**config.mk**
```make
export PLATFORM = sky130hd
export DESIGN_NAME = ztf_front
export DESIGN_NICKNAME = d
export VERILOG_FILES = /design/src/hdl/ztf_pkg.sv /design/src/hdl/ztf_front.sv
export SDC_FILE = /design/constraint.sdc
export NUM_CORES = 1
export LEC_CHECK = 0
export ABC_AREA = 1
export BUFFER_PORTS_ARGS = -buffer_cell sky130_fd_sc_hd__buf_4
export CAP_MARGIN = 20
export CORE_AREA = 4 4 86 88
export DETAILED_ROUTE_END_ITERATION = 8
export DIE_AREA = 0 0 90 92
export GPL_TIMING_DRIVEN = 0
export PLACE_DENSITY_LB_ADDON = 0.3
export SYNTH_ARGS = -nofsm -noshare
export SYNTH_HDL_FRONTEND = slang
export SYNTH_SLANG_ARGS = --single-unit
```
**constraint.sdc**
```tcl
create_clock -name vclk -period 2.95
set_clock_uncertainty 0.05 [all_clocks]
set_input_delay 0 -clock vclk [all_inputs]
set_output_delay 0 -clock vclk [all_outputs]
set_load 0.005 [all_outputs]
```
**src/hdl/ztf_pkg.sv**
```systemverilog
// Shared types, register map and status codes for the per-target z-score range filter.
package ztf_pkg;

  localparam int unsigned ID_W     = 8;
  localparam int unsigned DIST_W   = 18;
  localparam int unsigned STAMP_W  = 48;
  localparam int unsigned STATUS_W = 3;
  localparam int unsigned FILL_W   = 4;
  localparam int unsigned ADDR_W   = 5;
  localparam int unsigned DATA_W   = 32;

  // register indexes
  localparam logic [2:0] REG_NUM_TARGETS  = 3'd0;
  localparam logic [2:0] REG_OWN_ID       = 3'd1;
  localparam logic [2:0] REG_WINDOW_LEN   = 3'd2;
  localparam logic [2:0] REG_Z_LIMIT      = 3'd3;
  localparam logic [2:0] REG_MIN_SIGMA    = 3'd4;
  localparam logic [2:0] REG_MIN_RANGE    = 3'd5;
  localparam logic [2:0] REG_REJECT_LIMIT = 3'd6;
  localparam logic [2:0] REG_WARMUP_SIGMA = 3'd7;

  // result status codes
  localparam logic [STATUS_W-1:0] ST_ACCEPT      = 3'd0;
  localparam logic [STATUS_W-1:0] ST_WARMUP      = 3'd1;
  localparam logic [STATUS_W-1:0] ST_REJ_RESTART = 3'd2;
  localparam logic [STATUS_W-1:0] ST_OUTLIER     = 3'd3;
  localparam logic [STATUS_W-1:0] ST_INVALID     = 3'd4;
  localparam logic [STATUS_W-1:0] ST_DUPLICATE   = 3'd5;

  typedef struct packed {
    logic [4:0]  num_targets;
    logic [7:0]  own_id;
    logic [3:0]  window_length;
    logic [7:0]  z_limit_q4_4;
    logic [11:0] min_sigma_mm;
    logic [17:0] min_range_mm;
    logic [7:0]  reject_limit;
    logic [11:0] warmup_sigma_mm;
  } cfg_t;

  localparam cfg_t CFG_RESET = '{
    num_targets:     5'd4,
    own_id:          8'd0,
    window_length:   4'd5,
    z_limit_q4_4:    8'd48,
    min_sigma_mm:    12'd80,
    min_range_mm:    18'd100,
    reject_limit:    8'd5,
    warmup_sigma_mm: 12'd20
  };

  typedef struct packed {
    logic               frame_start;
    logic               invalid;
    logic [ID_W-1:0]    partner_id;
    logic [DIST_W-1:0]  distance;
    logic [STAMP_W-1:0] stamp;
  } item_t;

endpackage

```
**src/hdl/ztf_front.sv**
```systemverilog
// Input side: screens each sample against the configuration and hands it to the queue.
module ztf_front import ztf_pkg::*; #(
  parameter int unsigned MAX_TARGETS = 16
) (
  input  logic               in_valid_i,
  output logic               in_ready_o,
  input  logic               frame_start_i,
  input  logic [ID_W-1:0]    partner_id_i,
  input  logic [DIST_W-1:0]  distance_mm_i,
  input  logic               distance_finite_i,
  input  logic [STAMP_W-1:0] stamp_us_i,
  input  cfg_t               cfg_i,
  input  logic               q_full_i,
  output logic               push_o,
  output item_t              item_o
);

  logic [4:0] nt_eff;
  logic       id_bad;

  always_comb begin
    nt_eff = (cfg_i.num_targets == 5'd0) ? 5'd1 : cfg_i.num_targets;
    id_bad = (partner_id_i >= {3'b000, nt_eff}) ||
             ({1'b0, partner_id_i} >= (ID_W + 1)'(MAX_TARGETS)) ||
             (partner_id_i == cfg_i.own_id);
  end

  assign in_ready_o = !q_full_i;
  assign push_o     = in_valid_i && !q_full_i;

  always_comb begin
    item_o.frame_start = frame_start_i;
    item_o.invalid     = id_bad || !distance_finite_i || (distance_mm_i < cfg_i.min_range_mm);
    item_o.partner_id  = partner_id_i;
    item_o.distance    = distance_mm_i;
    item_o.stamp       = stamp_us_i;
  end

endmodule

```
After elaboration in Yosys (flattened, before gate mapping)
Index checks and enable logic that the tools add are counted.
{"block": "word_totals", "latch_bits": 0, "rom_bits": 0, "ram_bits": 0, "memories": 0, "register_bits": 0, "word_cells": 13}
{"block": "op_classes", "reduce_logical": 8, "mul": 0, "n_eq_ne": 1, "muxes": 1, "magnitude_cmp": 3, "n_addsub": 0, "shifts": 0, "n_div": 0, "bitwise_logic": 0}
{"op": "$lt A18 B18 Y1", "n": 1}
{"op": "$eq A8 B8 Y1", "n": 1}
{"op": "$ge A8 B5 Y1", "n": 1}
{"op": "$ge A8 B5 Y1 const B", "n": 1}
{"op": "$logic_not A5 Y1", "n": 1}
{"op": "$mux W5", "n": 1}
{"op": "$logic_or A1 B1 Y1", "n": 4}
{"op": "$logic_not A1 Y1", "n": 2}
{"op": "$logic_and A1 B1 Y1", "n": 1}

Depth between registers and ports, before layout
Gate-level depths: netlist of the first run.
{"block": "logic_depth", "word_depth": 7, "mapped_depth": 12}

Worst setup path before layout of the first run
No wires, ideal clock.
{"block": "synth_path", "kind": "input to output", "start": "in cfg_i[72] in the netlist's numbering", "end": "out item_o[74] in the netlist's numbering", "t_arrival_ps": 946, "required_time_ps": 2900, "setup_slack_ps": 1954, "stages": 11, "cell_sequence": "inv_1 a41o_1 ha_1 nand2_1 nand3_1 nand2_1 nand2_1 nand2_1 nand2_1 nor2_1 nand2_1"}
{"element": "from (decl)", "line_no": "ztf_front.sv:12", "text": "input cfg_t cfg_i,"}
{"element": "to (decl)", "line_no": "ztf_front.sv:15", "text": "output item_t item_o"}

==> results of run 1 <==
## cells by family (layout without fill, tap and decap cells)
logic type | count (synthesis) | after routing | synth area share
adder cells (fa/ha/maj) | 22 | 22 | 0.1986
AND/OR/NAND/NOR | 69 | 69 | 0.2049
AO/OA/AOI/OAI | 12 | 12 | 0.05054
buffers and inverters | 122 | 260 | 0.5334
XOR/XNOR | 2 | 2 | 0.01264
## power by group
| group | total [uW] | switching (uW) | internal, uW |
|---|---|---|---|
| Clock | 0 | 0 | 0 |
| Combinational | 323 | 109 | 213 |
| Sequential | 0 | 0 | 0 |
## synthesized netlist by cell type, drive strengths merged
cell type	instances
o21ai	2
buf	75
a21oi	7
nand3	2
a21o	1
nor2	14
nor3	2
a21boi	1
ha	22
inv	47
xor2	2
nand4	1
a41o	1
nand2	50
## metal layers
layer / share of wire / wire length (um) / global-route usage
met1: 0.35 / 1434 / 0.1020
met2: 0.52 / 2112 / 0.1693
met3: 0.12 / 492 / 0.02707
met4: 0 / 0 / 0
met5: 0 / 0 / 0
## metrics by stage
step | instance area, um^2 | hold WS [ns] | power (uW)
floorplan | 1386 | -0.02346 | 159.2
global placement | 2522 | 0.1167 | 324.8
detailed placement | 2522 | 0.1168 | 329.7
CTS | 2522 | 0.1168 | 330.7
global route | 2522 | 0.1202 | 365.8
finish | 2522 | 0.1152 | 322.8
## final timing paths
kind,from,endpoint,slack (ns),depth (start not counted)
max,cfg_i[72],item_o[74],1.65,13
min,stamp_us_i[1],item_o[1],0.12,2
## final cells by class
type | count | area share
timing repair buffer | 138 | 0.4107
multi-input combinational | 105 | 0.2564
buffer | 75 | 0.2232
inverter | 47 | 0.06994
tap | 80 | 0.03968
## layout by cell type (no fill, tap or decap)
cell type	synthesis	layout
inv_1	45	45
nor3_1	2	2
o21ai_0	1	1
nor2_1	12	12
nand3_1	2	2
nand4_1	1	1
a41o_1	1	1
nand2_2	3	3
o21ai_1	1	1
a21o_1	1	1
buf_4	75	213
nor2_2	1	1
ha_1	22	22
nor2_4	1	1
a21oi_1	7	7
a21boi_0	1	1
xor2_1	2	2
nand2_1	47	47
inv_2	2	2
==> metrics.md, run 1 <==
| Metric | Value |
|---|---|
| Status | finished clean |
| Reg area | 0 um^2 |
| Setup violators final | 0 |
| Share of layout cells above drive strength 1 | 0.6027 |
| PortBufs | approximately 140 |
| Non-filler instance count after layout | between 400 and 500 |
| Syn Nets | 402 |
| Least-Margin Pin Slew | 0.1774 ns |
| Mapped Area | 1386 um^2 |
| Critical path class | in -> out |
| Overall routing resource usage | 0.08836 |
| Vias per cell | roughly 3.6 |
| Unique masters post-synth | 19 |
| Largest net degree at the start of global routing | 6 |
| Remaining DRCs | 0 |
| GPL Wtd Cong | 0.7299 |
| DRT Pass-1 Iters | 4 |
| Antenna violations before repair | 0 |
| Most area-consuming cells after synthesis | buf_4 (41%), ha_1 (20%), nand2_1 (13%) |
| Yosys top cell area share | 0.4061 |
| Warning count from the yosys run | 0 |
| Die W | 90 um |
| DR WL/cell | 9.079 um |
| Vias in the first global route | 1598 |
| Startpoint class of the critical path | input port |
| Relative slew slack | 0.8805 |
| Most frequent CP cell | nand2_1 |
| Core Footprint | 6644 um^2 |
| RSZ-0062 raised after global routing | no |
| Hpwl dp | 3.964 mm |
| Nets | 542 |
| Slowest cell on the critical path | ha_1 |
| Post-synthesis sequential area ratio | 0 |
| Die area | 8280 um^2 |
| Multi-input gate area | 646.9 um^2 |
| CP Capture Type | primary output |
| Place WS | 1.650 ns |
| Vias | 1624 |
| # clk buffers | 0 |
| Post-CTS sizing | 0 |
| Critical Path RT | 2.90 ns |
| Grt ovf | 0 |
| Starting Density | 0.2087 |
| Antenna viol nets, final | 0 |
| Crit path max-delay family | simple AND/OR/NAND/NOR gates |
| Final Util | 0.3797 |
| Crit path largest cell delay | ~0.27 ns |
| Hold Vio Cnt, Final | 0 |
| ANT cells | 0 |
| Pwr/cell area | 128.0 nW/um^2 |
| WP buf/inv | 3 |
| Post-CTS Setup Inserts | 0 |
| Worst min-delay path class | in -> out |
| Rows | 30 |
| Final min period | 1.298 ns |
| DRT iter0 DRCs | 6 |
| Largest area contributor in the netlist | buf_4 |
| Synth Area per Inst | approximately 6 um^2 |
| Max-cap violations | 0 |
| Crit path cell chain | buf_4 -> inv_1 -> a41o_1 -> ha_1 -> nand2_1 -> nand3_1 -> nand2_1 -> nand2_1 -> nand2_1 -> nand2_1 -> nor2_1 -> nand2_1 -> buf_4 |
| Syn Inst Count | roughly 230 |
| Die Ht | 92 um |
| Layout area overhead | 81.95% |
| Final setup TNS | 0 ns |
| Fmax | 0.7706 GHz |
| Inst Count DP | 445 |
| Fill cell count | 726 |
| Post-CTS Hold Buffers | 0 |
| First-pass GRT wire length | 6.555 mm |
| Final worst slack | 1.652 ns |
| Leakage power | approximately 0.0016 uW |
| Max VDD drop | 0.04961 mV |
| Worst-path maximum fanout | 2 |
| Critical Path AT | 1.25 ns |
| FFs & Latches | 0 |
| Num ports | 231 |
| Period utilization | 0.4399 |
| Fin. max-slew vios | 0 |
| Final wirelength | 4.040 mm |
(Power assumes the default switching activity.)
==> run 2: changes to the inputs <==
Settings changed: ABC_AREA 1 to 0.
Clock period 2.95 ns to 1.2 ns, I/O delays scaled along.
==> run 2 against run 1 <==
  * Sequential share of layout area stayed put
  * Routed wire length grew 1.3%
  * The flow now finishes with violations (setup timing)
  * Utilization shrank 0.17 points
  * Largest cell class unchanged
  * Via count shrank 10%
  * Critical endpoint unchanged
  * Die area unchanged
  * Largest power group unchanged
  * Total power grew to 2.5 times the previous value
  * Sequential cell count is the same
  * Non-clock buffer count unchanged
  * Synthesized cell count decreased by 27%
  * Cell count is 14% lower
  * Clock-buffer cell count is the same
==> metrics.md, run 2 <==
| Metric | Value |
|---|---|
| Fmax | 0.7275 GHz |
| Post-Synth XOR/XNOR Area | 0.05674 (was 0.01264) |
| GPL Wtd Cong | 0.7040 (was 0.7299) |
| DRT Pass-1 Iters | 2 (was 4) |
| Die W | 90 um (unchanged) |
| Place WS | -0.3082 ns (was 1.650 ns) |
| Hold Vio Cnt, Final | 0 (unchanged) |
| Core Footprint | 6644 um^2 (unchanged) |
| Simple-gate share of the synthesized area | 0.07497 (was 0.2049) |
| CP Capture Type | primary output (unchanged) |
| Critical Path AT | 1.32 ns (was 1.25 ns) |
| Setup violators final | 1 (was 0) |
| # clk buffers | 0 (unchanged) |
| Share of layout cells above drive strength 1 | 0.7690 (was 0.6027) |
| Multi-input gate area | 684.4 um^2 (was 646.9 um^2) |
| PortBufs | 138 (unchanged) |
| Commonest non-fill, non-tap cells in the layout | buf_4 (206), inv_1 (19), ha_1 (16), xnor2_1 (8), buf_6 (7) (was buf_4 (213), nand2_1 (47), inv_1 (45), ha_1 (22), nor2_1 (12)) |
| Final setup TNS | -0.1746 ns (was 0 ns) |
| Status | complete, but fails checks (was finished clean) |
| Grt ovf | 0 (unchanged) |
| Layout area overhead | 103.3% (was 81.95%) |
| Post-synthesis sequential area ratio | 0 (unchanged) |
| Critical Path RT | 1.15 ns (was 2.90 ns) |
| Rows | 30 (unchanged) |
| Synth Area in Adders | 0.2229 (was 0.1986) |
| Hpwl dp | 3.909 mm (was 3.964 mm) |
| Remaining DRCs | 0 (unchanged) |
| Final min period | 1.375 ns |
| Warning count from the yosys run | 0 (unchanged) |
| Syn Inst Count | 165 (was 227) |
| Violated checks | setup timing |
| Hold Path End | item_o[4] (was item_o[1]) |
| Die area | 8280 um^2 (unchanged) |
| Final worst slack | -0.1746 ns (was 1.652 ns) |
| Hold Path Cell Cnt | 2 (unchanged) |
| Most area-consuming cells after synthesis | buf_4 (46%), ha_1 (22%), inv_1 (7.6%) (was buf_4 (41%), ha_1 (20%), nand2_1 (13%)) |
| DRT iter0 DRCs | 9 (was 6) |
| Pwr/cell area | 324.4 nW/um^2 (was 128.0 nW/um^2) |
| Synth cell count leaders | buf_4 (75), inv_1 (25), ha_1 (22) (was buf_4 (75), nand2_1 (47), inv_1 (45)) |
| Post-synthesis compound-gate area fraction | 0.1135 (was 0.05054) |
| Largest area contributor in the netlist | buf_4 (unchanged) |
| Reg area | 0 um^2 (unchanged) |
| Unique masters post-synth | 24 (was 19) |
| Largest net degree at the start of global routing | 5 (was 6) |
| Antenna viol nets, final | 0 (unchanged) |
| ANT cells | 0 (unchanged) |
| Max-cap violations | 0 (unchanged) |
| Die Ht | 92 um (unchanged) |
| Post-synthesis mux area share | 0 (unchanged) |
| Final wirelength | 4.091 mm (was 4.040 mm) |
| Leakage power | 0.001418 uW (was 0.001624 uW) |
| Critical path class | in -> out (unchanged) |
| Worst min-delay path class | in -> out (unchanged) |
| Antenna violations before repair | 0 (unchanged) |
| Vias in the first global route | 1604 (was 1598) |
| Most common cell after layout, fill and taps aside | buf_4 (unchanged) |
| First-pass GRT wire length | 6.610 mm (was 6.555 mm) |
| Vias per cell | 3.807 (was 3.649) |
| Least-Margin Pin Slew | 0.2212 ns (was 0.1774 ns) |
| Vias | 1458 (was 1624) |
| FFs & Latches | 0 (unchanged) |
| Post-CTS Hold Buffers | 0 (unchanged) |
| RSZ-0062 raised after global routing | yes (was no) |
| Yosys top cell area share | 0.4559 (was 0.4061) |
| Startpoint class of the critical path | input port (unchanged) |
| Worst-path maximum fanout | 2 (unchanged) |
| Fill cell count | 726 (unchanged) |
| Relative slew slack | 0.8511 (was 0.8805) |
| Period utilization | 1.145 |
| Mapped Area | 1235 um^2 (was 1386 um^2) |
| Overall routing resource usage | 0.09077 (was 0.08836) |
| Most frequent cell after synthesis | buf_4 (unchanged) |
| Synth Area per Inst | 7.484 um^2 (was 6.107 um^2) |
| Max VDD drop | 0.1365 mV (was 0.04961 mV) |
| Final Util | 0.3780 (was 0.3797) |
| Nets | 480 (was 542) |
| DR WL/cell | 10.68 um (was 9.079 um) |
| Syn Nets | 340 (was 402) |
| Num ports | 231 (unchanged) |
| Fin. max-slew vios | 0 (unchanged) |
| Starting Density | 0.1859 (was 0.2087) |
| Worst hold start | stamp_us_i[4] (was stamp_us_i[1]) |
| Largest family of logic cells by synthesized area | buffers and inverters (unchanged) |
==> run 2: cell type report <==
cell class / count / share of cell area
repair buffers: 138 / 0.4230
inverters: 25 / 0.04036
plain buffers: 75 / 0.2242
well taps: 80 / 0.03986
multi-input cells: 65 / 0.2725
==> run 2: worst max-delay path by stage <==
| stage | slack (ns) | end | startpoint |
|---|---|---|---|
| 5_1_grt | -0.28 | item_o[74] | cfg_i[23] |
| 4_1_cts | -0.22 | item_o[74] | cfg_i[29] |
| 2_1_floorplan | 0.06 | item_o[74] | cfg_i[72] |
| 3_5_place_dp | -0.31 | item_o[74] | distance_mm_i[3] |
| 3_3_place_gp | -0.30 | item_o[74] | distance_mm_i[3] |
| 6_report | -0.17 | item_o[74] | distance_mm_i[5] |
==> run 2: per-stage QoR <==
stage	total power, uW	hold WS, ns	instances	instance area, um^2
floorplan	354.0	-0.02346	165	1235
CTS	823.3	0.1173	383	2506
finish	814.6	0.1160	383	2511
detailed placement	769.7	0.1174	383	2371
global placement	758.9	0.1168	383	2371
global route	911.1	0.1202	383	2511
==> run 2: report_power, final <==
part | internal [uW] | leakage [uW] | total (uW) | switching, uW
Combinational | 557 | 0.00142 | 815 | 258
Sequential | 0 | 0 | 0 | 0
Clock | 0 | 0 | 0 | 0
Total | 557 | 0.00142 | 815 | 258
==> run 2: logic make-up (layout without fill, tap and decap cells) <==
group / Yosys count / count (layout)
AOI/OAI and AO/OA: 20 / 20
xor gates and xnor gates: 8 / 8
adders and majority gates: 22 / 22
buffers and inverters: 100 / 238
and+or+nand+nor: 15 / 15
==> run 2: metal layers <==
layer | vias to the layer above | global-route usage | part of all wire | wire, um
li1 | 740 | - | - | -
met1 | 623 | 0.08971 | 0.33 | 1348
met2 | 95 | 0.1954 | 0.55 | 2269
met3 | 0 | 0.02461 | 0.12 | 473
met4 | 0 | 0 | 0 | 0
met5 | - | 0 | 0 | 0
==> run 2: worst max-delay path, stage by stage <==
cell	delay [ns]
buf_4	0.11
ha_1	0.30
a41oi_2	0.13
nor3_2	0.19
o31ai_2	0.09
a311o_1	0.36
buf_4	0.14
==> run 2: timing repair <==
| action | in CTS | in global routing |
|---|---|---|
| resized for setup | 26 | 4 |
| endpoints found under the setup margin | 1 | 1 |
| cloned | 0 | 0 |
| setup buffers | 0 | 0 |
| pin swaps | 10 | 1 |
| hold endpoints to repair | 0 | 0 |
==> run 3: changes to the inputs <==
Settings changed: PLACE_DENSITY_LB_ADDON 0.3 to not set.
==> run 3 against run 2 <==
  * Largest power group unchanged
  * Sequential cell count stayed put
  * Total power decreased by 1.2%
  * Critical path depth is 1 higher
  * Via count grew 1.1%
  * Final area is 0.25% lower
  * Setup slack worse by 0.0076 ns
  * Cell count is the same
  * Die area stayed put
  * The run still ends with setup timing left
==> metrics.md, run 3 (synthesized netlist as in run 2, its figures left out) <==
| Metric | Value |
|---|---|
| Remaining DRCs | 0 (unchanged) |
| Most frequent CP cell | buf_4 (unchanged) |
| Sw power | 254.4 uW (was 257.7 uW) |
| Vias in the first global route | 1553 (was 1604) |
| Status | complete, but fails checks (unchanged) |
| Hpwl dp | 3.888 mm (was 3.909 mm) |
| Critical Path RT | 1.15 ns (about the same) |
| Starting Density | 0.1859 (unchanged) |
| Slowest cell on the critical path | a311o_1 (unchanged) |
| Post-CTS Setup Inserts | 0 (unchanged) |
| Nets | 480 (unchanged) |
| Num ports | 231 (unchanged) |
| FFs & Latches | 0 (unchanged) |
| Worst min-delay path class | in -> out (unchanged) |
| P_int | 550.8 uW (was 556.9 uW) |
| Antenna violations before repair | 0 (unchanged) |
| Crit path largest cell delay | 0.34 ns (was 0.36 ns) |
| Hold Vio Cnt, Final | 0 (unchanged) |
| Vias | 1474 (was 1458) |
| Overall routing resource usage | 0.08905 (was 0.09077) |
| Switching portion of total power | 0.3160 (was 0.3164) |
| Period utilization | 1.152 (was 1.145) |
| WP buf/inv | 3 (was 2) |
| # clk buffers | 0 (unchanged) |
| Fmax | 0.7235 GHz (was 0.7275 GHz) |
| Grt ovf | 0 (unchanged) |
| Fin. max-slew vios | 0 (unchanged) |
| Relative slew slack | 0.8461 (was 0.8511) |
| Design Area, Final | 2505 um^2 (was 2511 um^2) |
| Reg area | 0 um^2 (unchanged) |
| Placed Area | 2371 um^2 (unchanged) |
| Antenna viol nets, final | 0 (unchanged) |
| CP Capture Type | primary output (unchanged) |
| DRT Pass-1 Iters | 4 (was 2) |
| Crit path cell chain | buf_4 -> inv_2 -> ha_4 -> nand4_1 -> nor3b_2 -> o31ai_2 -> a311o_1 -> buf_4 (was buf_4 -> ha_1 -> a41oi_2 -> nor3_2 -> o31ai_2 -> a311o_1 -> buf_4) |
| Worst-path maximum fanout | 2 (unchanged) |
| Least-Margin Pin Slew | 0.2287 ns (was 0.2212 ns) |
| Rows | 30 (unchanged) |
| Max VDD drop | 0.1322 mV (was 0.1365 mV) |
| RSZ-0062 raised after global routing | yes (unchanged) |
| Pwr/cell area | 321.5 nW/um^2 (was 324.4 nW/um^2) |
| Violated checks | setup timing (unchanged) |
| Layout area overhead | 102.8% (was 103.3%) |
| Max-cap violations | 0 (unchanged) |
| Leakage power | 0.001420 uW (was 0.001418 uW) |
| Sequential power share | 0 (about the same) |
| Most common cell after layout, fill and taps aside | buf_4 (unchanged) |
| ANT cells | 0 (unchanged) |
| Hold Path Cell Cnt | 2 (unchanged) |
| Final min period | 1.382 ns (was 1.375 ns) |
| Core Footprint | 6644 um^2 (unchanged) |
| Commonest non-fill, non-tap cells in the layout | buf_4 (206), inv_1 (21), ha_1 (16), xnor2_1 (8) (was buf_4 (206), inv_1 (19), ha_1 (16), xnor2_1 (8), buf_6 (7)) |
| Critical Path AT | 1.33 ns (was 1.32 ns) |
| Crit path max-delay family | compound AO/OA/AOI/OAI gates (unchanged) |
| Final worst slack | -0.1822 ns (was -0.1746 ns) |
| Final wirelength | 4.095 mm (was 4.091 mm) |
| Largest net degree at the start of global routing | 5 (unchanged) |
| Multi-input gate area | 674.4 um^2 (was 684.4 um^2) |
| DR WL/cell | 10.69 um (was 10.68 um) |
| PortBufs | 138 (unchanged) |
| Clock power share | 0 (about the same) |
| GPL Wtd Cong | 0.7092 (was 0.7040) |
| Fill cell count | 701 (was 726) |
| DRT iter0 DRCs | 6 (was 9) |
| Die area | 8280 um^2 (unchanged) |
| Hold WS | 0.1157 ns (was 0.1160 ns) |
| Combinational Power Share | 1.000 (about the same) |
| Die Ht | 92 um (unchanged) |
| Vias per cell | 3.849 (was 3.807) |
| Critical path class | in -> out (unchanged) |
| Setup violators final | 1 (unchanged) |
| Place WS | -0.2915 ns (was -0.3082 ns) |
| Startpoint class of the critical path | input port (unchanged) |
| Final setup TNS | -0.1822 ns (was -0.1746 ns) |
| Pwr Total | 805.2 uW (was 814.6 uW) |
| Share of layout cells above drive strength 1 | 0.7591 (was 0.7690) |
| First-pass GRT wire length | 6.513 mm (was 6.610 mm) |
| Die W | 90 um (unchanged) |
| Crit path depth | 8 (was 7) |
## run 3: cell counts in the layout (fill, tap and decap cells not counted)
No cell type changed its count.
## run 3: cell type report
type                       instances  share of cell area
timing repair buffer             138              0.4256
multi-input combinational         65              0.2692
tap                               80             0.03996
buffer                            75              0.2248
inverter                          25             0.04046
## run 3: path summary, 6_finish.rpt
check | slack [ns] | start | end
worst min-delay path | 0.12 | stamp_us_i[14] | item_o[14]
worst max-delay path | -0.18 | cfg_i[26] | item_o[74]
## run 3: routing by layer
| layer | wire (um) | up-vias | GRT usage |
|---|---|---|---|
| met3 | 471 | 2 | 0.02051 |
| met5 | 0 | - | 0 |
| met4 | 19 | 0 | 0.003827 |
| met1 | 1419 | 628 | 0.09755 |
| li1 | - | 740 | - |
| met2 | 2185 | 104 | 0.1805 |
## run 3: what timing repair did
| action | 4_1_cts | 5_1_grt |
|---|---|---|
| endpoints found under the setup margin | 1 | 1 |
| hold buffers | 0 | 0 |
| endpoints found under the hold margin | 0 | 0 |
| gates resized for setup | 26 | 2 |
| pin swaps | 10 | 1 |
## run 3: metrics by stage
stage | cells | utilization
2_1_floorplan | 165 | -
3_3_place_gp | 383 | 0.3569
3_5_place_dp | 383 | 0.3569
4_1_cts | 383 | 0.3766
5_1_grt | 383 | 0.3770
6_report | 383 | 0.3770
## run 3: power groups by stage
stage               registers (uW)  clock network [uW]  logic, uW
floorplan                        0                   0        354
global placement                 0                   0        759
CTS                              0                   0        817
global route                     0                   0        899
detailed placement               0                   0        768
finish                           0                   0        805
