`config.mk`:
```
export PLATFORM = sky130hd
export DESIGN_NAME = ztf_queue
export DESIGN_NICKNAME = d
export VERILOG_FILES = /design/src/hdl/ztf_pkg.sv /design/src/hdl/ztf_queue.sv
export SDC_FILE = /design/constraint.sdc
export NUM_CORES = 1
export LEC_CHECK = 0
export BUFFER_PORTS_ARGS = -buffer_cell sky130_fd_sc_hd__buf_2
export CAP_MARGIN = 25
export CORE_MARGIN = 3
export CORE_UTILIZATION = 56
export DETAILED_ROUTE_END_ITERATION = 8
export PLACE_DENSITY = 0.89
export REMOVE_ABC_BUFFERS = 1
export SLEW_MARGIN = 25
export SYNTH_ARGS = -nofsm -noshare
export SYNTH_HDL_FRONTEND = slang
export SYNTH_SLANG_ARGS = --single-unit
```
`constraint.sdc`:
```
create_clock -name clk_i -period 6.7 [get_ports clk_i]
set_clock_uncertainty 0.05 [all_clocks]
set_input_delay 0.67 -clock clk_i [delete_from_list [all_inputs] [get_ports clk_i]]
set_output_delay 0.67 -clock clk_i [all_outputs]
set_load 0.03 [all_outputs]
```
`src/hdl/ztf_pkg.sv`:
```
// Shared types, register map and status codes for the per-target z-score range filter.
package ztf_pkg;

  localparam int unsigned ID_W     = 8;
  localparam int unsigned DIST_W   = 18;
  localparam int unsigned STAMP_W  = 48;
  localparam int unsigned STATUS_W = 3;
  localparam int unsigned FILL_W   = 4;
  localparam int unsigned ADDR_W   = 5;
  localparam int unsigned DATA_W   = 32;

  // register indexes
  localparam logic [2:0] REG_NUM_TARGETS  = 3'd0;
  localparam logic [2:0] REG_OWN_ID       = 3'd1;
  localparam logic [2:0] REG_WINDOW_LEN   = 3'd2;
  localparam logic [2:0] REG_Z_LIMIT      = 3'd3;
  localparam logic [2:0] REG_MIN_SIGMA    = 3'd4;
  localparam logic [2:0] REG_MIN_RANGE    = 3'd5;
  localparam logic [2:0] REG_REJECT_LIMIT = 3'd6;
  localparam logic [2:0] REG_WARMUP_SIGMA = 3'd7;

  // result status codes
  localparam logic [STATUS_W-1:0] ST_ACCEPT      = 3'd0;
  localparam logic [STATUS_W-1:0] ST_WARMUP      = 3'd1;
  localparam logic [STATUS_W-1:0] ST_REJ_RESTART = 3'd2;
  localparam logic [STATUS_W-1:0] ST_OUTLIER     = 3'd3;
  localparam logic [STATUS_W-1:0] ST_INVALID     = 3'd4;
  localparam logic [STATUS_W-1:0] ST_DUPLICATE   = 3'd5;

  typedef struct packed {
    logic [4:0]  num_targets;
    logic [7:0]  own_id;
    logic [3:0]  window_length;
    logic [7:0]  z_limit_q4_4;
    logic [11:0] min_sigma_mm;
    logic [17:0] min_range_mm;
    logic [7:0]  reject_limit;
    logic [11:0] warmup_sigma_mm;
  } cfg_t;

  localparam cfg_t CFG_RESET = '{
    num_targets:     5'd4,
    own_id:          8'd0,
    window_length:   4'd5,
    z_limit_q4_4:    8'd48,
    min_sigma_mm:    12'd80,
    min_range_mm:    18'd100,
    reject_limit:    8'd5,
    warmup_sigma_mm: 12'd20
  };

  typedef struct packed {
    logic               frame_start;
    logic               invalid;
    logic [ID_W-1:0]    partner_id;
    logic [DIST_W-1:0]  distance;
    logic [STAMP_W-1:0] stamp;
  } item_t;

endpackage

```
`src/hdl/ztf_queue.sv`:
```
// Two-entry queue between the screening front and the window engine.
module ztf_queue import ztf_pkg::*; (
  input  logic  clk_i,
  input  logic  rst_ni,
  input  logic  push_i,
  input  item_t item_i,
  output logic  full_o,
  output logic  valid_o,
  input  logic  pop_i,
  output item_t item_o
);

  localparam int unsigned DEPTH = 2;

  item_t      mem_q [DEPTH];
  logic       wr_ptr_q, wr_ptr_d;
  logic       rd_ptr_q, rd_ptr_d;
  logic [1:0] cnt_q, cnt_d;

  assign full_o  = (cnt_q == 2'(DEPTH));
  assign valid_o = (cnt_q != 2'd0);
  assign item_o  = mem_q[rd_ptr_q];

  always_comb begin
    wr_ptr_d = push_i ? !wr_ptr_q : wr_ptr_q;
    rd_ptr_d = pop_i ? !rd_ptr_q : rd_ptr_q;
    cnt_d    = cnt_q + 2'(push_i) - 2'(pop_i);
  end

  always_ff @(posedge clk_i or negedge rst_ni) begin
    if (!rst_ni) begin
      wr_ptr_q <= 1'b0;
      rd_ptr_q <= 1'b0;
      cnt_q    <= 2'd0;
    end else begin
      wr_ptr_q <= wr_ptr_d;
      rd_ptr_q <= rd_ptr_d;
      cnt_q    <= cnt_d;
    end
  end

  always_ff @(posedge clk_i) begin
    if (push_i) begin
      mem_q[wr_ptr_q] <= item_i;
    end
  end

endmodule

```
# Yosys cells after proc, flatten, opt, wreduce, memory -nomap -nowiden
# Memory sizes are Yosys's and may differ from the RTL's.
# Cells that the tools add are included.
# W data, S select, Z words.
# totals
inputBits,80
word_cells,12
mem_count,1
mem_bits_rw,152
regBits,4
out_inout_bits,78
# op_classes
n_eq_ne,1
mux,2
reduce_logical,3
n_addsub,2
# memory_table
name,depth,width,rd,rd_clocked_by_memory_dff,write_ports,line,text
mem_q,2,76,1,0,1,ztf_queue.sv:15,item_t mem_q [DEPTH];
# op_table
operator,n
$add A2 B1 Y2,1
$eq A2 B2 Y1 const B,1
$logic_not A1 Y1,2
$mux W1,2
$reduce_bool A2 Y1,1
$sub A2 B1 Y2,1

# Logic depth before layout (Yosys ltp)
# Gate-level depths: netlist of the first run.
# depth
word_depth,2
mapped_depth,5
ltp_nobuf,5

# Least setup slack after synthesis of the first run
# Ideal clock, no wire load.
# synth_timing
path_type,input to register
start,input port push_i
end,memory mem_q[0][0] (netlist bit) (enable)
path_buffers,0
path_stages,1
slack_ns,2.133
setup_ns,0.520
arrival_ns,3.997
required_ns,6.130
path_cell_list,nor2b_1
# synth_between
elab_chain_cells,2
# synth_rtl
element,line,text
from (decl),ztf_queue.sv:5,"input logic push_i,"
$mux W1,ztf_queue.sv:43,if (push_i) begin
$mux W1 (not written as such),ztf_queue.sv:44,mem_q[wr_ptr_q] <= item_i;
to (decl),ztf_queue.sv:15,
# Every way passes these cells.

==> results_tabular.tex, run 1 <==
\begin{tabular}{lr}
\hline
Metric & Value \\
\hline
\multicolumn{2}{l}{\textbf{Route}} \\
\quad Number of DRC violations after detailed-routing iteration 0 & 154 \\
\quad DRC Markers & 0 \\
\quad Final Routed Wirelength & 9970 microns \\
\quad Number of nets with antenna violations after detailed routing & 0 \\
\quad Vias post-DR & 2881 \\
\quad Routed vias/inst & 5.06 \\
\quad Avg WL per Cell & 17.5 microns \\
\quad Number of iterations in the first detailed-routing pass & 4 \\
\multicolumn{2}{l}{\textbf{Layout}} \\
\quad Commonest non-fill, non-tap cells in the layout & sky130\_fd\_sc\_hd\_\_buf\_2, sky130\_fd\_sc\_hd\_\_edfxtp\_1, sky130\_fd\_sc\_hd\_\_mux2\_2 \\
\quad Total Nets Final & 505 \\
\quad Fill count & 630 \\
\quad Share of final-layout standard cells stronger than drive strength 1 & 61.5\% \\
\quad Fin cells & 569 \\
\quad Most common library cell in the layout ignoring fill and taps & sky130\_fd\_sc\_hd\_\_buf\_2 \\
\quad Layout area overhead & 26.3\% \\
\quad ANT cells & 0 \\
\multicolumn{2}{l}{\textbf{CTS}} \\
\quad Level count of the clock H-tree & 4 \\
\quad Quantity of hold-fixing buffers added after cts & 1 \\
\quad Clk pin slew, worst setup/hold paths & 0.06 ns \\
\quad Max clock buf depth & 2 \\
\quad Insertion delay to the later sink of the worst-skew pair & 0.51 ns \\
\quad Cell at the root of the clock tree & sky130\_fd\_sc\_hd\_\_clkbuf\_8 \\
\quad Post-CTS setup buffer count & 0 \\
\quad CTS Buf Count & 17 \\
\quad Number of cells upsized or downsized after cts & 0 \\
\quad CTS sink cnt & 156 \\
\quad CTS tree & yes \\
\multicolumn{2}{l}{\textbf{Synthesis}} \\
\quad Count of distinct cell types in the synthesized netlist & 13 \\
\quad Number of instances in the synthesized netlist & 252 \\
\quad Share of the yosys chip area belonging to registers & 80.3\% \\
\quad Cell area after technology mapping & 5810 sq um \\
\quad Yosys reg bits & 156 \\
\quad Synthesis warning total & 0 \\
\quad Per-instance average area after synthesis & 23.0 sq um \\
\multicolumn{2}{l}{\textbf{STA}} \\
\quad Hold Violations, Final & 0 \\
\quad Post-route setup TNS & 0 ns \\
\quad FMAX & 0.341 GHz \\
\quad Final number of setup-violating endpoints & 0 \\
\quad Pin slew with the least headroom to its limit & 0.917 ns \\
\quad Setup repair after global routing missed its margin & no \\
\quad Slew Limit Fails & 0 \\
\quad Slew HR & 38.8\% \\
\quad Final critical path time including I/O delays and setup & 2.93 ns \\
\quad Final clock period utilization by the worst path & 43.8\% \\
\multicolumn{2}{l}{\textbf{Pwr}} \\
\quad Leak pwr & 2.89 nW \\
\quad Power per cell area & 475 nW/um\^{}2 \\
\quad Largest voltage drop on the vdd net & 0.296 mV \\
\multicolumn{2}{l}{\textbf{Floorplanning}} \\
\quad Num rows & 36 \\
\quad Die outline width & 108 microns \\
\quad Initial cell density of the core & 58.6\% \\
\quad Top-level port count & 158 \\
\quad Area of the core & 9910 sq um \\
\quad Die ar. & 11600 sq um \\
\quad Die Y & 108 microns \\
\multicolumn{2}{l}{\textbf{Global route}} \\
\quad Largest net degree at the start of global routing & 77 \\
\quad Number of global-route vias before repair & 2948 \\
\quad Antenna violations before repair & 0 \\
\quad Met3 layer usage reported by global route & 6.72\% \\
\quad Global routing usage summed across all routing layers & 17.6\% \\
\quad GR Layer Usage met1 & 21.4\% \\
\quad Wire length of the first global-routing pass & 14900 microns \\
\quad Overflow left after global routing & 0 \\
\quad Peak-usage layer in the global routing report & met2 \\
\quad Global Route met2 Usage & 28.6\% \\
\multicolumn{2}{l}{\textbf{Run}} \\
\quad Maximum capacitance violations & 0 \\
\multicolumn{2}{l}{\textbf{Placed design}} \\
\quad Port-buffer cells & 157 \\
\quad \# placed instances & 535 \\
\quad Half-perimeter wire length after detailed placement & 6450 microns \\
\quad Placer Congestion & 0.686 \\
\multicolumn{2}{l}{\textbf{Setup path}} \\
\quad CP Cell Sequence & buf\_16, mux2\_2, buf\_2 \\
\quad Max FO, Critical Path & 45 \\
\quad CP Launch Type & register \\
\quad Worst path arrival time & 2.21 ns \\
\quad Reg-to-reg slack, setup & 4.47 ns \\
\quad Delay of the slowest critical-path stage & 0.78 ns \\
\quad Critical path type & reg -> out \\
\quad Category of the worst setup path capture point & output pin \\
\quad Max stage delay cell, worst path & sky130\_fd\_sc\_hd\_\_dfrtp\_4 \\
\quad Worst endpoint required time & 5.98 ns \\
\multicolumn{2}{l}{\textbf{Run status}} \\
\quad Outcome & completed \\
\multicolumn{2}{l}{\textbf{Worst hold path}} \\
\quad Path type of the worst min-delay path & in -> reg \\
\hline
\end{tabular}
[routing by layer]
layer  vias up  part of all wire [%]  wire length [microns]
li1       1338                     -                      -
met1      1410                    40                   3980
met2       120                    52                   5170
met3        13                   7.0                    697
met4         0                   1.2                    119
met5         -                     0                      0
[area by class of cell]
| type | count | area (sq um) | share of cell area (%) |
|---|---|---|---|
| timing repair buffer | 161 | 851 | 11.6 |
| tap | 133 | 166 | 2.27 |
| clock inverter | 11 | 145 | 1.98 |
| clock buffer | 21 | 429 | 5.85 |
| inverter | 2 | 7.51 | 0.102 |
| sequential | 156 | 4670 | 63.6 |
| multi-input combinational | 85 | 1070 | 14.6 |
[power by group]
part	switching [W]	internal, W	leakage (nW)
Combinational	0.000721	0.000451	1.14
Sequential	0.0000956	0.00130	1.47
Clock	0.000353	0.000566	0.272
[per-stage QoR]
step	area, sq um	total power [W]	setup slack, ns	hold WS (ns)	utilization [%]
after global placement	6710	0.00255	4.01	0.430	67.7
final	7340	0.00348	3.77	0.286	74.0
after CTS	7320	0.00351	3.71	0.261	73.8
after global routing	7340	0.00363	3.65	0.258	74.0
after floorplan	5730	0.00229	2.13	0.324	-
after detailed placement	6730	0.00259	3.94	0.438	67.9
[worst paths after layout]
path / start / endpoint / cells past startpoint
worst min register to register: wr_ptr_q$_DFFE_PN0P_ / wr_ptr_q$_DFFE_PN0P_ / 1
worst max register to register: wr_ptr_q$_DFFE_PN0P_ / mem_q[0][23]$_DFFE_PP_ / 2
worst min-delay path: item_i[33] / mem_q[0][33]$_DFFE_PP_ / 1
worst max-delay path: rd_ptr_q$_DFFE_PN0P_ / item_o[28] / 3
min in group asynchronous: rst_ni / cnt_q[0]$_DFF_PN0_ / 2
max in group asynchronous: rst_ni / rd_ptr_q$_DFFE_PN0P_ / 2
[synth_stat cells]
| library cell | instances | area share, % |
|---|---|---|
| sky130_fd_sc_hd__dfrtp_1 | 4 | 1.7 |
| sky130_fd_sc_hd__xor2_1 | 2 | 0.30 |
| sky130_fd_sc_hd__inv_1 | 2 | 0.13 |
| sky130_fd_sc_hd__buf_6 | 5 | 0.97 |
| sky130_fd_sc_hd__or2_2 | 1 | 0.11 |
| sky130_fd_sc_hd__and2_1 | 1 | 0.11 |
| sky130_fd_sc_hd__mux2_2 | 46 | 8.9 |
| sky130_fd_sc_hd__buf_2 | 4 | 0.34 |
| sky130_fd_sc_hd__xor3_1 | 1 | 0.41 |
| sky130_fd_sc_hd__edfxtp_1 | 152 | 79 |
| sky130_fd_sc_hd__nor2b_1 | 2 | 0.22 |
| sky130_fd_sc_hd__ha_1 | 2 | 0.43 |
| sky130_fd_sc_hd__mux2_4 | 30 | 7.8 |
[critical path: cells and delay by family, from the launching register on]
family | cells | cell delay, ns
multiplexers | 1 | 0.38
flip-flops | 1 | 0.78
buffers and inverters | 2 | 0.50
[sequential cells by signal, summed over array words and instances, names as in the netlist]
register	count
cnt_q	2
mem_q	152
rd_ptr_q	1
wr_ptr_q	1
[cell families after synthesis]
| family | count (synthesis) | synth area share (%) |
|---|---|---|
| mux | 76 | 16.7 |
| simple gates | 4 | 0.431 |
| fa+ha+maj | 2 | 0.431 |
| xor+xnor | 3 | 0.711 |
| buf+inv | 11 | 1.44 |
| flops | 156 | 80.3 |
Power figures use the tool's default switching activity.
==> run 2: changes to the inputs <==
--- a/config.mk
+++ b/config.mk
@@ -5,12 +5,13 @@
 export SDC_FILE = /design/constraint.sdc
 export NUM_CORES = 1
 export LEC_CHECK = 0
+export ABC_AREA = 1
 export BUFFER_PORTS_ARGS = -buffer_cell sky130_fd_sc_hd__buf_2
 export CAP_MARGIN = 25
 export CORE_MARGIN = 3
-export CORE_UTILIZATION = 56
+export CORE_UTILIZATION = 52
 export DETAILED_ROUTE_END_ITERATION = 8
-export PLACE_DENSITY = 0.89
+export PLACE_DENSITY = 0.84
 export REMOVE_ABC_BUFFERS = 1
 export SLEW_MARGIN = 25
 export SYNTH_ARGS = -nofsm -noshare
==> constraint.sdc (replaced) <==
create_clock -name clk_i -period 3.1 [get_ports clk_i]
set_clock_uncertainty 0.05 [all_clocks]
set_input_delay 0.31 -clock clk_i [delete_from_list [all_inputs] [get_ports clk_i]]
set_output_delay 0.31 -clock clk_i [all_outputs]
set_load 0.03 [all_outputs]
==> run 2 against run 1 <==
Effect of this change:
- sequential share of layout area is 0.70 points lower
- global-route usage is 0.36 points lower
- combinational power is 140% higher
- critical endpoint is now item_o[70]
==> results_tabular.tex, run 2 <==
\begin{tabular}{lr}
\hline
Metric & Value \\
\hline
\multicolumn{2}{l}{\textbf{Pwr}} \\
\quad Fraction of power consumed by the clock network & 25.8\% (-0.6 points) \\
\quad Comb pwr share & 35.8\% (+2.2 points) \\
\quad Largest voltage drop on the vdd net & 0.587 mV (+98\%) \\
\quad NetSw & 0.00296 W (+150\%) \\
\quad Part of the total power dissipated in sequential elements & 38.4\% (-1.6 points) \\
\quad PnR Total Power & 0.00771 W (+120\%) \\
\quad Leak pwr & 3.18 nW (+10\%) \\
\quad Net Sw Frac & 38.4\% (+4.8 points) \\
\quad P\_int & 0.00475 W (+110\%) \\
\quad Power per cell area & 1040 nW/um\^{}2 (+120\%) \\
\multicolumn{2}{l}{\textbf{Layout}} \\
\quad Share of final-layout standard cells stronger than drive strength 1 & 35.4\% (-26 points) \\
\quad Commonest non-fill, non-tap cells in the layout & sky130\_fd\_sc\_hd\_\_buf\_2, sky130\_fd\_sc\_hd\_\_edfxtp\_1, sky130\_fd\_sc\_hd\_\_inv\_1 \\
\quad Fill count & 773 (+23\%) \\
\quad Area of combinational cells with multiple inputs & 817 sq um (-24\%) \\
\quad Layout area overhead & 24.9\% \\
\quad Total area of sequential cells & 4670 sq um (unchanged) \\
\quad Most common library cell in the layout ignoring fill and taps & sky130\_fd\_sc\_hd\_\_buf\_2 \\
\quad Largest register FFs & 152 (unchanged) \\
\quad Largest register by flop count & mem\_q \\
\quad Registers with the most flip-flops & mem\_q (152), cnt\_q (2) \\
\quad Total Nets Final & 668 (+32\%) \\
\quad ANT cells & 0 (unchanged) \\
\multicolumn{2}{l}{\textbf{CTS}} \\
\quad CTS sink cnt & 156 (unchanged) \\
\quad CTS Buf Count & 17 (unchanged) \\
\quad Number of cells upsized or downsized after cts & 0 (unchanged) \\
\quad Cell at the root of the clock tree & sky130\_fd\_sc\_hd\_\_clkbuf\_16 \\
\quad Insertion delay to the later sink of the worst-skew pair & 0.40 ns (-0.11 ns) \\
\quad Max clock buf depth & 2 (unchanged) \\
\quad Level count of the clock H-tree & 4 (unchanged) \\
\quad Clk pin slew, worst setup/hold paths & 0.06 ns (about the same) \\
\quad CTS tree & yes \\
\multicolumn{2}{l}{\textbf{Worst hold path}} \\
\quad Path type of the worst min-delay path & in -> reg \\
\multicolumn{2}{l}{\textbf{Floorplanning}} \\
\quad Num rows & 38 (+5.6\%) \\
\quad Die Y & 113 microns (+4.7\%) \\
\quad Initial cell density of the core & 54.1\% (-4.5 points) \\
\quad Die outline width & 113 microns (+4.7\%) \\
\quad Top-level port count & 158 (unchanged) \\
\quad Die ar. & 12700 sq um (+9.5\%) \\
\quad Area of the core & 11000 sq um (+11\%) \\
\multicolumn{2}{l}{\textbf{STA}} \\
\quad Final number of setup-violating endpoints & 0 (unchanged) \\
\quad Slew Limit Fails & 0 (unchanged) \\
\quad Post-route setup TNS & 0 ns (unchanged) \\
\quad Setup repair after global routing missed its margin & no \\
\quad Slew HR & 61.1\% (+22 points) \\
\quad Hold Violations, Final & 0 (unchanged) \\
\quad Final critical path time including I/O delays and setup & 2.25 ns \\
\quad Final clock period utilization by the worst path & 72.6\% \\
\quad FMAX & 0.444 GHz \\
\quad Pin slew with the least headroom to its limit & 0.583 ns (-0.334 ns) \\
\quad Worst hold-check slack & 0.0430 ns (-0.243 ns) \\
\multicolumn{2}{l}{\textbf{Run status}} \\
\quad Outcome & completed \\
\multicolumn{2}{l}{\textbf{Setup path}} \\
\quad Max stage delay cell, worst path & sky130\_fd\_sc\_hd\_\_dfrtp\_4 \\
\quad Source of the critical timing path & rd\_ptr\_q\$\_DFFE\_PN0P\_ \\
\quad Worst path arrival time & 1.89 ns (-0.32 ns) \\
\quad Beginning of the worst register-to-register path & wr\_ptr\_q\$\_DFFE\_PN0P\_ \\
\quad Category of the worst setup path capture point & output pin \\
\quad CP Cell Sequence & buf\_12, nand2\_1, o21ai\_1, buf\_2 \\
\quad Crit path buffers/inverters & 2 (unchanged) \\
\quad Worst r2r path cells & 3 (+1) \\
\quad Worst setup endpoint & item\_o[70] \\
\quad Delay of the slowest critical-path stage & 0.61 ns (-0.17 ns) \\
\quad Worst endpoint required time & 2.74 ns (-3.24 ns) \\
\quad Worst reg2reg endpoint & mem\_q[1][71]\$\_DFFE\_PP\_ \\
\quad Cell class contributing the biggest share of worst-path delay & flip-flops \\
\quad CP Launch Type & register \\
\quad Max FO, Critical Path & 90 (+100\%) \\
\quad Number of logic stages on the critical path including buffering & 4 (+1) \\
\quad Critical path type & reg -> out \\
\quad Reg-to-reg slack, setup & 1.33 ns (-3.14 ns) \\
\multicolumn{2}{l}{\textbf{Placed design}} \\
\quad Placer Congestion & 0.745 (+8.6\%) \\
\quad Port-buffer cells & 157 (unchanged) \\
\quad Half-perimeter wire length after detailed placement & 7200 microns (+12\%) \\
\multicolumn{2}{l}{\textbf{Route}} \\
\quad Vias post-DR & 3540 (+23\%) \\
\quad Routed vias/inst & 4.79 (-5.4\%) \\
\quad Final Routed Wirelength & 10700 microns (+7.1\%) \\
\quad Number of DRC violations after detailed-routing iteration 0 & 160 (+3.9\%) \\
\quad Number of iterations in the first detailed-routing pass & 4 (unchanged) \\
\quad Number of nets with antenna violations after detailed routing & 0 (unchanged) \\
\quad DRC Markers & 0 (unchanged) \\
\quad Avg WL per Cell & 14.4 microns (-18\%) \\
\multicolumn{2}{l}{\textbf{Synthesis}} \\
\quad Fraction of synthesized area in multiplexers & 0\% (-17 points) \\
\quad Per-instance average area after synthesis & 14.1 sq um (-39\%) \\
\quad Post-synthesis adder-cell area fraction & 0.421\% (-0.0094 points) \\
\quad Cell area after technology mapping & 5940 sq um (+2.2\%) \\
\quad Count of distinct cell types in the synthesized netlist & 16 (+3) \\
\quad Post-synth EDFFs & 152 (unchanged) \\
\quad Dominant register cell in the synthesized netlist & sky130\_fd\_sc\_hd\_\_edfxtp\_1 \\
\quad Dominant cell type by area after synthesis & sky130\_fd\_sc\_hd\_\_edfxtp\_1 \\
\quad Post-Synth Simple-Gate Area & 5.88\% (+5.4 points) \\
\quad Post-synthesis share of cell area spent on xor and xnor gates & 0.295\% (-0.42 points) \\
\quad Share of flip-flops with an asynchronous set or reset after synthesis & 2.56\% (unchanged) \\
\quad Top area cells in the synthesized netlist & sky130\_fd\_sc\_hd\_\_edfxtp\_1, sky130\_fd\_sc\_hd\_\_inv\_1, sky130\_fd\_sc\_hd\_\_o21ai\_1, sky130\_fd\_sc\_hd\_\_nand2\_1, sky130\_fd\_sc\_hd\_\_dfrtp\_1 \\
\quad Most frequent cells after synthesis & sky130\_fd\_sc\_hd\_\_edfxtp\_1, sky130\_fd\_sc\_hd\_\_inv\_1, sky130\_fd\_sc\_hd\_\_nand2\_1, sky130\_fd\_sc\_hd\_\_o21ai\_1 \\
\quad Dominant combinational cell family by area after synthesis & buffers and inverters \\
\quad Number of instances in the synthesized netlist & 422 (+67\%) \\
\quad Share of the yosys chip area belonging to registers & 78.6\% (-1.8 points) \\
\quad Area fraction in compound gates after synthesis & 7.04\% (+7.0 points) \\
\quad Synthesis warning total & 0 (unchanged) \\
\quad Top cell type's share of synthesized area & 76.9\% (-1.7 points) \\
\quad Yosys reg bits & 156 (unchanged) \\
\quad Top-count cell post-synth & sky130\_fd\_sc\_hd\_\_edfxtp\_1 \\
\multicolumn{2}{l}{\textbf{Global route}} \\
\quad Global routing usage summed across all routing layers & 17.2\% (-0.36 points) \\
\quad Wire length of the first global-routing pass & 16700 microns (+12\%) \\
\quad Largest net degree at the start of global routing & 91 (+18\%) \\
\quad Overflow left after global routing & 0 (unchanged) \\
\quad Number of global-route vias before repair & 3533 (+20\%) \\
\quad Antenna violations before repair & 2 (+2) \\
\multicolumn{2}{l}{\textbf{Run}} \\
\quad Maximum capacitance violations & 0 (unchanged) \\
\hline
\end{tabular}
-- run 2: cell count changes in the layout (fill, tap and decap cells not counted), moves of 3 or more --
cell                         previous run  this run
sky130_fd_sc_hd__clkinvlp_4             3         6
sky130_fd_sc_hd__o21ai_1                0        60
sky130_fd_sc_hd__o21ai_2                0        10
sky130_fd_sc_hd__mux2_4                30         0
sky130_fd_sc_hd__o21ai_0                0         6
sky130_fd_sc_hd__mux2_2                46         0
sky130_fd_sc_hd__nand2_1                0        73
sky130_fd_sc_hd__inv_1                  2        82
sky130_fd_sc_hd__nand2_2                0        10
-- run 2: worst register-to-register path, stage by stage, from the launching register on --
cell	delay [ns]
sky130_fd_sc_hd__dfrtp_1	0.43
sky130_fd_sc_hd__nand2_1	0.10
sky130_fd_sc_hd__clkinv_2	0.45
sky130_fd_sc_hd__buf_12	0.42
-- run 2: final cells by class --
type | count | area share, %
tap | 140 | 2.36
sequential | 156 | 62.9
clock buffer | 23 | 6.31
timing repair buffer | 162 | 11.6
inverter | 83 | 4.22
multi-input combinational | 166 | 11.0
clock inverter | 9 | 1.53
-- run 2: how the worst min path moves through the flow --
| stage | from | endpoint | slack [ns] | cells past startpoint |
|---|---|---|---|---|
| 3_3_place_gp | rst_ni | cnt_q[0]$_DFF_PN0_ | 0.07 | 1 |
| 6_report | item_i[15] | mem_q[1][15]$_DFFE_PP_ | 0.04 | 1 |
| 5_1_grt | item_i[10] | mem_q[1][10]$_DFFE_PP_ | 0.02 | 1 |
| 2_1_floorplan | rst_ni | cnt_q[0]$_DFF_PN0_ | -0.04 | 0 |
| 3_5_place_dp | rst_ni | cnt_q[0]$_DFF_PN0_ | 0.08 | 1 |
| 4_1_cts | item_i[38] | mem_q[0][38]$_DFFE_PP_ | 0.02 | 1 |
-- run 2: per-stage QoR --
stage	instances	utilization (%)	instance area [sq um]	setup WS [ns]
2_1_floorplan	405	-	5790	-1.19
3_3_place_gp	706	62.2	6830	1.35
3_5_place_dp	706	62.2	6830	1.27
4_1_cts	739	67.5	7420	0.831
5_1_grt	739	67.5	7420	0.700
6_report	739	67.5	7420	0.850
-- run 2: power groups by stage --
| stage | Combinational (W) | Sequential [W] | Clock [W] |
|---|---|---|---|
| after floorplan | 0.00182 | 0.00317 | 0 |
| after global placement | 0.00274 | 0.00298 | 0 |
| after detailed placement | 0.00280 | 0.00301 | 0 |
| after CTS | 0.00281 | 0.00297 | 0.00202 |
| after global routing | 0.00299 | 0.00301 | 0.00213 |
| final | 0.00276 | 0.00297 | 0.00199 |
-- run 2: per-layer routing --
| metal | up-vias | share of wire [%] | GRT usage (%) |
|---|---|---|---|
| met5 | - | 0.25 | 0 |
| met1 | 1660 | 38 | 19.2 |
| met4 | 4 | 1.2 | 5.61 |
| met3 | 13 | 7.8 | 6.90 |
| li1 | 1748 | - | - |
| met2 | 115 | 53 | 30.3 |
-- run 2: what timing repair did --
action	in CTS	in global routing
hold endpoints to repair	4	0
setup buffers	0	0
hold buffers	1	0
-- run 2: logic make-up after synthesis --
| family | Yosys count |
|---|---|
| adder cells (fa/ha/maj) | 2 |
| AO/OA/AOI/OAI | 76 |
| XOR/XNOR | 2 |
| buffers and inverters | 100 |
| AND/OR/NAND/NOR | 86 |
| flip-flops | 156 |
